File: src/hdl/sdr_pkg.sv
// shared widths, constants and types of the sub-pixel disparity refine unit
// no dependencies; imported by every module of the block
package sdr_pkg;

  // fixed point format and disparity range
  localparam int FRAC_BITS = 6;
  localparam int MAX_DISP  = 128;

  // field widths
  localparam int IN_W   = 8;
  localparam int REF_W  = 14;
  localparam int OFS_W  = 13;
  localparam int COST_W = 16;

  // saturation bounds of the result fields
  localparam int REF_MAX  = (1 << REF_W) - 1;
  localparam int REF_MIN  = 0;
  localparam int OFS_MAX  = (1 << (OFS_W - 1)) - 1;
  localparam int OFS_MIN  = -(1 << (OFS_W - 1));
  localparam int COST_MAX = (1 << (COST_W - 1)) - 1;
  localparam int COST_MIN = -(1 << (COST_W - 1));

  // parabola term widths: a2 = -2a, b2 = -2b for the costs at x = 0, 1, 2
  localparam int CS_W  = 12;
  localparam int A2_W  = 11;
  localparam int AA_W  = A2_W - 1;
  localparam int B2_W  = 12;
  localparam int DM_W  = IN_W + 2;
  localparam int PR_W  = 21;
  localparam int PC_W  = 20;
  localparam int BSQ_W = 24;
  localparam int NR_W  = 23;
  localparam int NO_W  = 13;
  localparam int NC_W  = 24;

  // divider: magnitude of scaled numerator, divisor and quotient widths
  localparam int MAG_W     = 22 + FRAC_BITS;
  localparam int DEN_W     = 12;
  localparam int DIV_QW    = 16;
  localparam int DIV_STEPS = 4;
  localparam int DIV_STG   = DIV_QW / DIV_STEPS;
  localparam int SAT_W     = DIV_QW + 2;

  // pipeline: three setup stages, divider stages, output register
  localparam int PRE_STG = 3;
  localparam int NSTG    = PRE_STG + DIV_STG + 1;

  typedef struct packed {
    logic [MAG_W-1:0] mag;
    logic [DEN_W-1:0] den;
    logic             neg;
  } div_in_t;

  typedef struct packed {
    logic [DIV_QW-1:0] quo;
    logic              ovf;
    logic              neg;
  } div_out_t;

  typedef struct packed {
    logic [IN_W-1:0] disp;
    logic [IN_W-1:0] cost_c;
    logic            fit;
  } side_t;

endpackage

File: src/hdl/sdr_div.sv
// pipelined restoring divider with round-half-up numerator already applied
// depends on sdr_pkg; DIV_STEPS quotient bits per stage, DIV_STG stages
module sdr_div import sdr_pkg::*; (
  input  logic               clk_i,
  input  logic [DIV_STG-1:0] en_i,
  input  div_in_t            req_i,
  output div_out_t           res_o
);

  logic [DEN_W-1:0]  rem_in  [DIV_STG];
  logic [DEN_W-1:0]  rem_d   [DIV_STG];
  logic [DEN_W-1:0]  rem_q   [DIV_STG];
  logic [DIV_QW-1:0] low_in  [DIV_STG];
  logic [DIV_QW-1:0] low_d   [DIV_STG];
  logic [DIV_QW-1:0] low_q   [DIV_STG];
  logic [DIV_QW-1:0] quo_in  [DIV_STG];
  logic [DIV_QW-1:0] quo_d   [DIV_STG];
  logic [DIV_QW-1:0] quo_q   [DIV_STG];
  logic [DEN_W-1:0]  den_in  [DIV_STG];
  logic [DEN_W-1:0]  den_q   [DIV_STG];
  logic              ovf_in  [DIV_STG];
  logic              ovf_q   [DIV_STG];
  logic              neg_in  [DIV_STG];
  logic              neg_q   [DIV_STG];
  logic              ovf_first;

  // quotient does not fit in DIV_QW bits (also catches a zero divisor)
  assign ovf_first = (MAG_W + DEN_W)'(req_i.mag) >=
                     ((MAG_W + DEN_W)'(req_i.den) << DIV_QW);

  for (genvar k = 0; k < DIV_STG; k++) begin : g_stg
    // stage inputs
    if (k == 0) begin : g_first
      assign rem_in[k] = DEN_W'(req_i.mag >> DIV_QW);
      assign low_in[k] = req_i.mag[DIV_QW-1:0];
      assign quo_in[k] = '0;
      assign den_in[k] = req_i.den;
      assign ovf_in[k] = ovf_first;
      assign neg_in[k] = req_i.neg;
    end else begin : g_next
      assign rem_in[k] = rem_q[k-1];
      assign low_in[k] = low_q[k-1];
      assign quo_in[k] = quo_q[k-1];
      assign den_in[k] = den_q[k-1];
      assign ovf_in[k] = ovf_q[k-1];
      assign neg_in[k] = neg_q[k-1];
    end

    // shift-subtract steps of this stage
    always_comb begin
      logic [DEN_W:0]    trial;
      logic [DEN_W-1:0]  rem;
      logic [DIV_QW-1:0] low;
      logic [DIV_QW-1:0] quo;
      rem = rem_in[k];
      low = low_in[k];
      quo = quo_in[k];
      for (int j = 0; j < DIV_STEPS; j++) begin
        trial = {rem, low[DIV_QW-1]};
        low   = {low[DIV_QW-2:0], 1'b0};
        if (trial >= {1'b0, den_in[k]}) begin
          rem = DEN_W'(trial - {1'b0, den_in[k]});
          quo = {quo[DIV_QW-2:0], 1'b1};
        end else begin
          rem = trial[DEN_W-1:0];
          quo = {quo[DIV_QW-2:0], 1'b0};
        end
      end
      rem_d[k] = rem;
      low_d[k] = low;
      quo_d[k] = quo;
    end

    // stage register
    always_ff @(posedge clk_i) begin
      if (en_i[k]) begin
        rem_q[k] <= rem_d[k];
        low_q[k] <= low_d[k];
        quo_q[k] <= quo_d[k];
        den_q[k] <= den_in[k];
        ovf_q[k] <= ovf_in[k];
        neg_q[k] <= neg_in[k];
      end
    end
  end

  assign res_o.quo = quo_q[DIV_STG-1];
  assign res_o.ovf = ovf_q[DIV_STG-1];
  assign res_o.neg = neg_q[DIV_STG-1];

endmodule

File: src/hdl/subpixel_disparity_refine_unit.sv
// 8 register stages; a result is offered from the output register, the last of them
// throughput: one request per cycle while the output is not stalled; the four-stage
// divider (4 quotient bits per stage, three dividers in parallel) sets the pipeline depth
// an output stall holds the full stages in place, empty stages still fill
// reset clears the stage valid bits only; data registers are not reset
// depends on sdr_pkg and sdr_div
module subpixel_disparity_refine_unit import sdr_pkg::*; (
  input  logic                     clk_i,
  input  logic                     rst_ni,
  input  logic                     in_valid_i,
  output logic                     in_ready_o,
  input  logic [IN_W-1:0]          cost_prev_i,
  input  logic [IN_W-1:0]          cost_center_i,
  input  logic [IN_W-1:0]          cost_next_i,
  input  logic [IN_W-1:0]          disparity_i,
  output logic                     out_valid_o,
  input  logic                     out_ready_i,
  output logic [REF_W-1:0]         refined_disparity_o,
  output logic signed [OFS_W-1:0]  subpixel_offset_o,
  output logic signed [COST_W-1:0] min_cost_o,
  output logic                     valid_fit_o
);

  // clamp a sign/magnitude quotient to a field range
  function automatic logic signed [SAT_W-1:0] sat_fix(
    input logic                    neg,
    input logic                    ovf,
    input logic [DIV_QW-1:0]       quo,
    input logic signed [SAT_W-1:0] lo,
    input logic signed [SAT_W-1:0] hi
  );
    logic signed [SAT_W-1:0] val;
    logic signed [SAT_W-1:0] res;
    val = neg ? -$signed(SAT_W'(quo)) : $signed(SAT_W'(quo));
    if (ovf) begin
      res = neg ? lo : hi;
    end else if (val < lo) begin
      res = lo;
    end else if (val > hi) begin
      res = hi;
    end else begin
      res = val;
    end
    return res;
  endfunction

  logic [NSTG-1:0] vld_d, vld_q;
  logic [NSTG-1:0] adv;
  side_t           side_d;
  side_t           side_q [NSTG-1];

  // stage enables: a stage loads when empty or when its successor moves
  always_comb begin
    adv[NSTG-1] = !vld_q[NSTG-1] || out_ready_i;
    for (int k = NSTG - 2; k >= 0; k--) begin
      adv[k] = !vld_q[k] || adv[k+1];
    end
  end

  always_comb begin
    vld_d[0] = adv[0] ? in_valid_i : vld_q[0];
    for (int k = 1; k < NSTG; k++) begin
      vld_d[k] = adv[k] ? vld_q[k-1] : vld_q[k];
    end
  end

  always_ff @(posedge clk_i or negedge rst_ni) begin
    if (!rst_ni) begin
      vld_q <= '0;
    end else begin
      vld_q <= vld_d;
    end
  end

  assign in_ready_o  = adv[0];
  assign out_valid_o = vld_q[NSTG-1];

  // side data travels with each request
  for (genvar k = 0; k < NSTG - 1; k++) begin : g_side
    if (k == 0) begin : g_first
      always_ff @(posedge clk_i) begin
        if (adv[k]) begin
          side_q[k] <= side_d;
        end
      end
    end else begin : g_next
      always_ff @(posedge clk_i) begin
        if (adv[k]) begin
          side_q[k] <= side_q[k-1];
        end
      end
    end
  end

  // stage 1: curvature and slope terms, fit decision
  logic signed [CS_W-1:0] c0s, c1s, c2s;
  logic signed [A2_W-1:0] a2_d, a2_s1_q;
  logic signed [B2_W-1:0] b2_d, b2_s1_q;
  logic [IN_W-1:0]        c0_s1_q;

  assign c0s  = $signed({{(CS_W - IN_W){1'b0}}, cost_prev_i});
  assign c1s  = $signed({{(CS_W - IN_W){1'b0}}, cost_center_i});
  assign c2s  = $signed({{(CS_W - IN_W){1'b0}}, cost_next_i});
  assign a2_d = A2_W'(2 * c1s - c0s - c2s);
  assign b2_d = B2_W'(3 * c0s - 4 * c1s + c2s);

  assign side_d.disp   = disparity_i;
  assign side_d.cost_c = cost_center_i;
  assign side_d.fit    = (a2_d != '0) && (disparity_i != '0) &&
                         ({1'b0, disparity_i} < (IN_W + 1)'(MAX_DISP));

  always_ff @(posedge clk_i) begin
    if (adv[0]) begin
      a2_s1_q <= a2_d;
      b2_s1_q <= b2_d;
      c0_s1_q <= cost_prev_i;
    end
  end

  // stage 2: numerators of the three quotients
  logic signed [DM_W-1:0]  dm1;
  logic signed [PR_W-1:0]  prod_r;
  logic signed [PC_W-1:0]  prod_c;
  logic signed [BSQ_W-1:0] b2_sq;
  logic signed [NR_W-1:0]  num_r_d, num_r_q;
  logic signed [NO_W-1:0]  num_o_d, num_o_q;
  logic signed [NC_W-1:0]  num_c_d, num_c_q;
  logic signed [A2_W-1:0]  a2_s2_q;

  assign dm1     = $signed({2'b00, side_q[0].disp}) - DM_W'(1);
  assign prod_r  = PR_W'(dm1) * PR_W'(a2_s1_q);
  assign prod_c  = PC_W'($signed({1'b0, c0_s1_q})) * PC_W'(a2_s1_q);
  assign b2_sq   = BSQ_W'(b2_s1_q) * BSQ_W'(b2_s1_q);
  assign num_r_d = (NR_W'(prod_r) <<< 1) - NR_W'(b2_s1_q);
  assign num_o_d = -(NO_W'(a2_s1_q) <<< 1) - NO_W'(b2_s1_q);
  assign num_c_d = (NC_W'(prod_c) <<< 3) + NC_W'(b2_sq);

  always_ff @(posedge clk_i) begin
    if (adv[1]) begin
      num_r_q <= num_r_d;
      num_o_q <= num_o_d;
      num_c_q <= num_c_d;
      a2_s2_q <= a2_s1_q;
    end
  end

  // stage 3: magnitudes, scaling and rounding bias, divisors
  logic [AA_W-1:0] abs_a2;
  logic [NR_W-1:0] abs_nr;
  logic [NO_W-1:0] abs_no;
  logic [NC_W-1:0] abs_nc;
  div_in_t         req_r_d, req_r_q;
  div_in_t         req_o_d, req_o_q;
  div_in_t         req_c_d, req_c_q;

  always_comb begin
    abs_a2 = AA_W'(a2_s2_q[A2_W-1] ? -a2_s2_q : a2_s2_q);
    abs_nr = num_r_q[NR_W-1] ? NR_W'(-num_r_q) : NR_W'(num_r_q);
    abs_no = num_o_q[NO_W-1] ? NO_W'(-num_o_q) : NO_W'(num_o_q);
    abs_nc = num_c_q[NC_W-1] ? NC_W'(-num_c_q) : NC_W'(num_c_q);

    req_r_d.mag = (MAG_W'(abs_nr) << FRAC_BITS) + MAG_W'(abs_a2);
    req_r_d.den = DEN_W'(abs_a2) << 1;
    req_r_d.neg = num_r_q[NR_W-1] ^ a2_s2_q[A2_W-1];

    req_o_d.mag = (MAG_W'(abs_no) << FRAC_BITS) + MAG_W'(abs_a2);
    req_o_d.den = DEN_W'(abs_a2) << 1;
    req_o_d.neg = num_o_q[NO_W-1] ^ a2_s2_q[A2_W-1];

    req_c_d.mag = (MAG_W'(abs_nc) << FRAC_BITS) + (MAG_W'(abs_a2) << 2);
    req_c_d.den = DEN_W'(abs_a2) << 3;
    req_c_d.neg = num_c_q[NC_W-1] ^ a2_s2_q[A2_W-1];
  end

  always_ff @(posedge clk_i) begin
    if (adv[2]) begin
      req_r_q <= req_r_d;
      req_o_q <= req_o_d;
      req_c_q <= req_c_d;
    end
  end

  // dividers
  div_out_t res_r, res_o, res_c;

  sdr_div u_div_ref (
    .clk_i (clk_i),
    .en_i  (adv[PRE_STG +: DIV_STG]),
    .req_i (req_r_q),
    .res_o (res_r)
  );

  sdr_div u_div_ofs (
    .clk_i (clk_i),
    .en_i  (adv[PRE_STG +: DIV_STG]),
    .req_i (req_o_q),
    .res_o (res_o)
  );

  sdr_div u_div_cost (
    .clk_i (clk_i),
    .en_i  (adv[PRE_STG +: DIV_STG]),
    .req_i (req_c_q),
    .res_o (res_c)
  );

  // output stage: saturate the fit results, or pass the integer disparity and center cost through with zero offset
  side_t                   side_out;
  logic signed [SAT_W-1:0] sat_ref, sat_ofs, sat_cost;
  logic [31:0]             fb_ref, fb_cost;
  logic [REF_W-1:0]        ref_fb, ref_d, ref_q;
  logic signed [COST_W-1:0] cost_fb, cost_d, cost_q;
  logic signed [OFS_W-1:0] ofs_d, ofs_q;
  logic                    fit_q;

  assign side_out = side_q[NSTG-2];

  always_comb begin
    sat_ref  = sat_fix(res_r.neg, res_r.ovf, res_r.quo,
                       SAT_W'(REF_MIN), SAT_W'(REF_MAX));
    sat_ofs  = sat_fix(res_o.neg, res_o.ovf, res_o.quo,
                       SAT_W'(OFS_MIN), SAT_W'(OFS_MAX));
    sat_cost = sat_fix(res_c.neg, res_c.ovf, res_c.quo,
                       SAT_W'(COST_MIN), SAT_W'(COST_MAX));

    fb_ref  = 32'(side_out.disp) << FRAC_BITS;
    fb_cost = 32'(side_out.cost_c) << FRAC_BITS;
    ref_fb  = (fb_ref > 32'(REF_MAX)) ? REF_W'(REF_MAX) : REF_W'(fb_ref);
    cost_fb = (fb_cost > 32'(COST_MAX)) ? COST_W'(COST_MAX) : COST_W'(fb_cost);

    if (side_out.fit) begin
      ref_d  = REF_W'(sat_ref);
      ofs_d  = OFS_W'(sat_ofs);
      cost_d = COST_W'(sat_cost);
    end else begin
      ref_d  = ref_fb;
      ofs_d  = '0;
      cost_d = cost_fb;
    end
  end

  always_ff @(posedge clk_i) begin
    if (adv[NSTG-1]) begin
      ref_q  <= ref_d;
      ofs_q  <= ofs_d;
      cost_q <= cost_d;
      fit_q  <= side_out.fit;
    end
  end

  assign refined_disparity_o = ref_q;
  assign subpixel_offset_o   = ofs_q;
  assign min_cost_o          = cost_q;
  assign valid_fit_o         = fit_q;

endmodule

File: config.mk
export PLATFORM = sky130hd
export DESIGN_NAME = subpixel_disparity_refine_unit
export DESIGN_NICKNAME = d
export VERILOG_FILES = /design/src/hdl/sdr_pkg.sv /design/src/hdl/sdr_div.sv /design/src/hdl/subpixel_disparity_refine_unit.sv
export SDC_FILE = /design/constraint.sdc
export NUM_CORES = 2
export LEC_CHECK = 0
export BUFFER_PORTS_ARGS = -buffer_cell sky130_fd_sc_hd__buf_2
export CAP_MARGIN = 20
export CORE_MARGIN = 2
export CORE_UTILIZATION = 55
export DETAILED_ROUTE_END_ITERATION = 10
export HOLD_SLACK_MARGIN = 0.02
export PLACE_DENSITY = 0.82
export SYNTH_ARGS = -nofsm -noshare
export SYNTH_HDL_FRONTEND = slang
export SYNTH_SLANG_ARGS = --single-unit
export TNS_END_PERCENT = 1
File: constraint.sdc
create_clock -name clk_i -period 27.4 [get_ports clk_i]
set_clock_uncertainty 0.15 [all_clocks]
set_input_delay 2.74 -clock clk_i [delete_from_list [all_inputs] [get_ports clk_i]]
set_output_delay 2.74 -clock clk_i [all_outputs]
set_load 0.02 [all_outputs]
==> Yosys cells after proc, flatten, opt, wreduce, memory -nomap -nowiden <==
Memory sizes are Yosys's and may differ from the RTL's.
Cells that the tools add are included.
{ "totals": {"elab_cells": 333, "input_bits": 36, "ff_bits": 251, "ramBits": 767, "output_inout_bits": 46, "n_memories": 19} }
{ "mem_list": {"columns": ["name", "depth", "word_bits", "rd", "rd_clocked_by_memory_dff", "write_ports", "line_no", "source"], "rows": [
  ["side_q", 7, 17, 7, 0, 7, "subpixel_disparity_refine_unit.sv:50", "side_t side_q [NSTG-1];"],
  ["u_div_cost.quo_q", 4, 16, 4, 0, 4, "sdr_div.sv:18", "logic [DIV_QW-1:0] quo_q [DIV_STG];"],
  ["u_div_ofs.quo_q", 4, 16, 4, 0, 4, "sdr_div.sv:18", null],
  ["u_div_ref.quo_q", 4, 16, 4, 0, 4, "sdr_div.sv:18", null],
  ["u_div_cost.den_q", 4, 12, 3, 0, 4, "sdr_div.sv:20", "logic [DEN_W-1:0] den_q [DIV_STG];"],
  ["u_div_cost.low_q", 4, 12, 3, 0, 4, "sdr_div.sv:15", "logic [DIV_QW-1:0] low_q [DIV_STG];"],
  ["+13 memories", null, null, null, null, null, null, null]
]} }
{ "classes": {"n_reduce_logical": 20, "n_addsub": 67, "magnitude_cmp": 60, "n_bitwise": 3, "mux": 133, "mul": 4} }
{ "ops": {"columns": ["operator", "n"], "rows": [
  ["$mux 12", 48],
  ["$ge 13x12->1", 40],
  ["$sub 12x12->12", 40],
  ["$ge 13x11->1", 7],
  ["$mux 14", 6],
  ["$sub 12x11->12", 7],
  ["$mux 16", 5],
  ["$mux 13", 5],
  ["$mux 1", 62],
  ["$mux 18", 3],
  ["$neg 16->18", 3],
  ["$mux 22", 2],
  ["$neg 22->22", 2],
  ["$mul 9x11->20", 2],
  ["$add 28x10->28", 1],
  ["$add 28x12->28", 1],
  ["$ge 28x27->1", 1],
  ["$ge 28x28->1", 1],
  ["$ge 20x27->1", 1],
  ["$add 23x24->24", 1],
  ["$mul 12x12->24", 1],
  ["$sub 21x12->22", 1],
  ["$add 19x10->20", 1],
  ["$gt 18x13->1 const B", 1],
  ["28 further kinds", 45]
]} }

==> Logic depth before layout (Yosys ltp) <==
{ "logic_depth": {"word_depth": 11, "depth_mapped": 54, "depth_no_buf": 48} }

==> Hierarchy <==
From an unflattened synthesis, not the netlist that was laid out.
{ "hier_totals": {"cells_unflattened": 7558, "hier_area_um2": 74684.1} }
{ "by_module_without_submodules": {"columns": ["module", "area_each_um2", "n_inst", "seq_area_each_um2", "cells_per_inst"], "rows": [
  ["subpixel_disparity_refine_unit", 29927.5, 1, 10049.6, 2818],
  ["sdr_div at u_div_ofs", 15082.0, 1, 4324.1, 1608],
  ["sdr_div at u_div_cost", 14843.0, 1, 4324.1, 1570],
  ["sdr_div at u_div_ref", 14831.7, 1, 4324.1, 1562]
]} }

==> Worst setup path after synthesis <==
Ideal clock, no wire load.
{ "synth_timing": {"path_type": "input-to-output", "start": "in out_ready_i", "end": "out in_ready_o", "n_path_buf": 0, "path_slack_ns": 14.414, "t_required_ns": 24.510, "stages": 6, "arrival_time_ns": 10.096, "path_cell_list": "nor2b_1 nand3_1 nor2_1 nand3_1 inv_1 nand3_1"} }
{ "synth_via": {"elab_chain_cells": 8} }
{ "synth_rtl": {"columns": ["element", "line_no", "source"], "rows": [
  ["start, declared", "subpixel_disparity_refine_unit.sv:17", "input logic out_ready_i,"],
  ["$logic_or 1x1->1", "subpixel_disparity_refine_unit.sv:54", "adv[NSTG-1] = !vld_q[NSTG-1] || out_ready_i;"],
  ["$logic_or 1x1->1 (2 in series)", "subpixel_disparity_refine_unit.sv:56", "adv[k] = !vld_q[k] || adv[k+1];"],
  ["net adv[5]", "subpixel_disparity_refine_unit.sv:48", "logic [NSTG-1:0] adv;"],
  ["$logic_or 1x1->1 (3 in series)", "subpixel_disparity_refine_unit.sv:56", null],
  ["net adv[2]", "subpixel_disparity_refine_unit.sv:48", null],
  ["$logic_or 1x1->1 (2 in series)", "subpixel_disparity_refine_unit.sv:56", null],
  ["end, declared", "subpixel_disparity_refine_unit.sv:11", "output logic in_ready_o,"]
]} }
The timed path passes the listed nets, and every way through them passes these cells.

==> impl_metrics.json <==
{
  "diodes": 0,
  "worst-endpoint-required_ns": 27.61,
  "use_met2_pct": 48.0,
  "nNetsFinal": 7527,
  "synth_most_common_cell": "inv_1",
  "die_area_um2": 116000,
  "synthCells": 6322,
  "firstDrtPassIters": 6,
  "io_buffers": 81,
  "via_per_inst": 6.03,
  "grt_max_degree": 74,
  "core_um2": 112000,
  "cpMostUsedCell": "o21ai_0",
  "cp_max_fo": 17,
  "clock_latency_ns": 0.62,
  "rsz0062_at_grt": "no",
  "wire_per_inst_um": 20.0,
  "gp_congestion": 0.973,
  "synth-seq-cells": 636,
  "ys_seq_area_share_pct": 30.5,
  "synth_flop_cell": "edfxtp_1",
  "cpPeakStageDelay_ns": 0.77,
  "cts.root.buffer_cell": "clkbuf_16",
  "use_met3_pct": 3.26,
  "crit_type": "flip-flop to flip-flop",
  "multi_input_area_um2": 40100,
  "period_share_pct": 42.5,
  "clk_pin_slew_ns": 0.06,
  "synth_edf_count": 628,
  "grt_pass1_wl_um": 254000,
  "syn_avg_cell_area_um2": 9.87,
  "cts_buffers": 67,
  "setup_viol": 0,
  "cts_buffer_depth": 3,
  "start_util_pct": 55.5,
  "grtUsageTotal_pct": 27.2,
  "rows": 123,
  "drt_iter0_drc": 3651,
  "grtUsageMet1_pct": 32.6,
  "antenna_left": 0,
  "ys_top_cells_by_area": "edfxtp_1, ha_1, fa_1, xnor2_1, inv_1",
  "grt-ovfl-total": 0,
  "synth_async_sr_flop_share_pct": 1.26,
  "startpoint_type": "flip-flop",
  "mappedNetlistArea_um2": 62400,
  "pin_count": 82,
  "syn_nets": 7433,
  "drt-total-wl_um": 159000,
  "critPathArrivalTime_ns": 11.86,
  "slew_headroom_pct": 29.5,
  "vias": 48100,
  "hold_violations": 0,
  "status": "completed",
  "ctsHtreeMaxLevel": 3,
  "cts_setup_buffers": 0,
  "grt_pass1_vias": 48800,
  "hold_buffers": 0,
  "grt_busiest_layer": "met2",
  "regArea_um2": 19100,
  "hp-class": "flip-flop to flip-flop",
  "fillers": 8961,
  "area_growth_pct": 7.21,
  "synth_cell_type_count": 94,
  "clock_sinks": 636,
  "hpwl_um": 121000,
  "die_h_um": 341,
  "synth_commonest_cells": "inv_1, ha_1, edfxtp_1, nand2_1, a21oi_1",
  "crit_slowest_cell": "nor3b_2",
  "layout_min_cycle_time_ns": 11.65,
  "drive_gt1_share_pct": 7.48,
  "drv_cap": 0,
  "post_cts_resized": 0,
  "antenna_found_initial": 4,
  "setup_tns_ns": 0,
  "yosysWarnings": 0,
  "end_kind": "flip-flop",
  "netlist.area_leader.share_pct": 30.2,
  "cts_tree": "yes",
  "worstMarginPinSlew_ns": 1.05,
  "fmax_mhz": 85.8,
  "drc": 0,
  "yosysTopAreaCell": "edfxtp_1",
  "maxSlewViolCount": 0,
  "die_w_um": 341
}
==> cell families (layout without fill, tap and decap cells) <==
| kind of cell | Yosys count | in the layout | share of synthesized area [%] |
|---|---|---|---|
| and+or+nand+nor | 1565 | 1565 | 12.3 |
| adders and majority gates | 1075 | 1075 | 25.9 |
| muxes | 248 | 248 | 4.36 |
| xor gates and xnor gates | 540 | 540 | 7.58 |
| buffers and inverters | 869 | 1014 | 5.28 |
| DFF | 636 | 636 | 30.5 |
| AOI/OAI and AO/OA | 1388 | 1388 | 14.1 |
| other | 1 | 1 | 0.00601 |
==> routing by layer <==
layer	wire, µm	part of all wire (%)
met1	61200	39
met3	9320	5.9
met5	42	0.026
met4	9030	5.7
met2	79400	50
==> cells in the final DEF (no fill, tap or decap), types with 179 or more instances in the layout <==
cell type	n
a21o_1	180
a21oi_1	406
edfxtp_1	628
fa_1	359
ha_1	716
inv_1	740
mux2_2	179
nand2_1	437
nor2_1	393
o21ai_0	331
xnor2_1	336
xor2_1	204
==> flip-flops by register name (all words and copies together), names as in the netlist, 21 cells and up <==
register,count
u_div_ofs.rem_q,35
num_c_q,21
u_div_cost.quo_q,40
u_div_ref.rem_q,36
side_q,119
u_div_cost.rem_q,36
num_r_q,21
u_div_ofs.quo_q,40
req_r_q,29
req_c_q,25
u_div_ref.quo_q,40
==> stage by stage <==
step                      hold slack (ns)  std cells  worst slack [ns]  utilization [%]  area (µm²)
final                               0.259       7967             15.75             59.5       66900
after CTS                           0.263       7963             15.62             59.4       66900
after floorplan                     0.250       6322             14.41                -       62400
after global routing                0.272       7967             14.74             59.5       66900
after detailed placement            0.255       7843             15.64             57.5       64700
after global placement              0.250       7842             15.98             57.5       64700
==> critical path: cells and delay by family, from the launching register on <==
family / cells / cell delay (ns)
adder cells (fa/ha/maj): 5 / 1.79
AO/OA/AOI/OAI: 20 / 4.26
AND/OR/NAND/NOR: 11 / 2.84
multiplexers: 4 / 1.25
flip-flops: 1 / 0.61
buffers and inverters: 2 / 0.47
==> final timing paths <==
path / slack (ns) / startpoint / depth (start not counted) / end
worst min register to register: 0.26 / side_q[5][6]$_DFFE_PP_ / 0 / side_q[6][6]$_DFFE_PP_
worst min-delay path: 0.26 / side_q[5][6]$_DFFE_PP_ / 0 / side_q[6][6]$_DFFE_PP_
worst max register to register: 15.75 / u_div_ref.low_q[1][4]$_DFFE_PP_ / 42 / u_div_ofs.rem_q[2][10]$_DFFE_PP_
worst max-delay path: 15.75 / u_div_ref.low_q[1][4]$_DFFE_PP_ / 42 / u_div_ofs.rem_q[2][10]$_DFFE_PP_
min in group asynchronous: 1.81 / rst_ni / 1 / vld_q[0]$_DFFE_PN0P_
max in group asynchronous: 25.12 / rst_ni / 1 / vld_q[7]$_DFFE_PN0P_
==> final cells by class <==
class / count / share of cell area (%)
clock inverters: 41 / 0.617
multi-input cells: 4817 / 60.0
inverters: 754 / 4.24
repair buffers: 140 / 1.28
well taps: 1500 / 2.81
clock buffers: 79 / 2.61
flip-flops and latches: 636 / 28.5
Power is not shown: default switching activity piles up to over one toggle a cycle in this logic, so the estimate is an artifact.
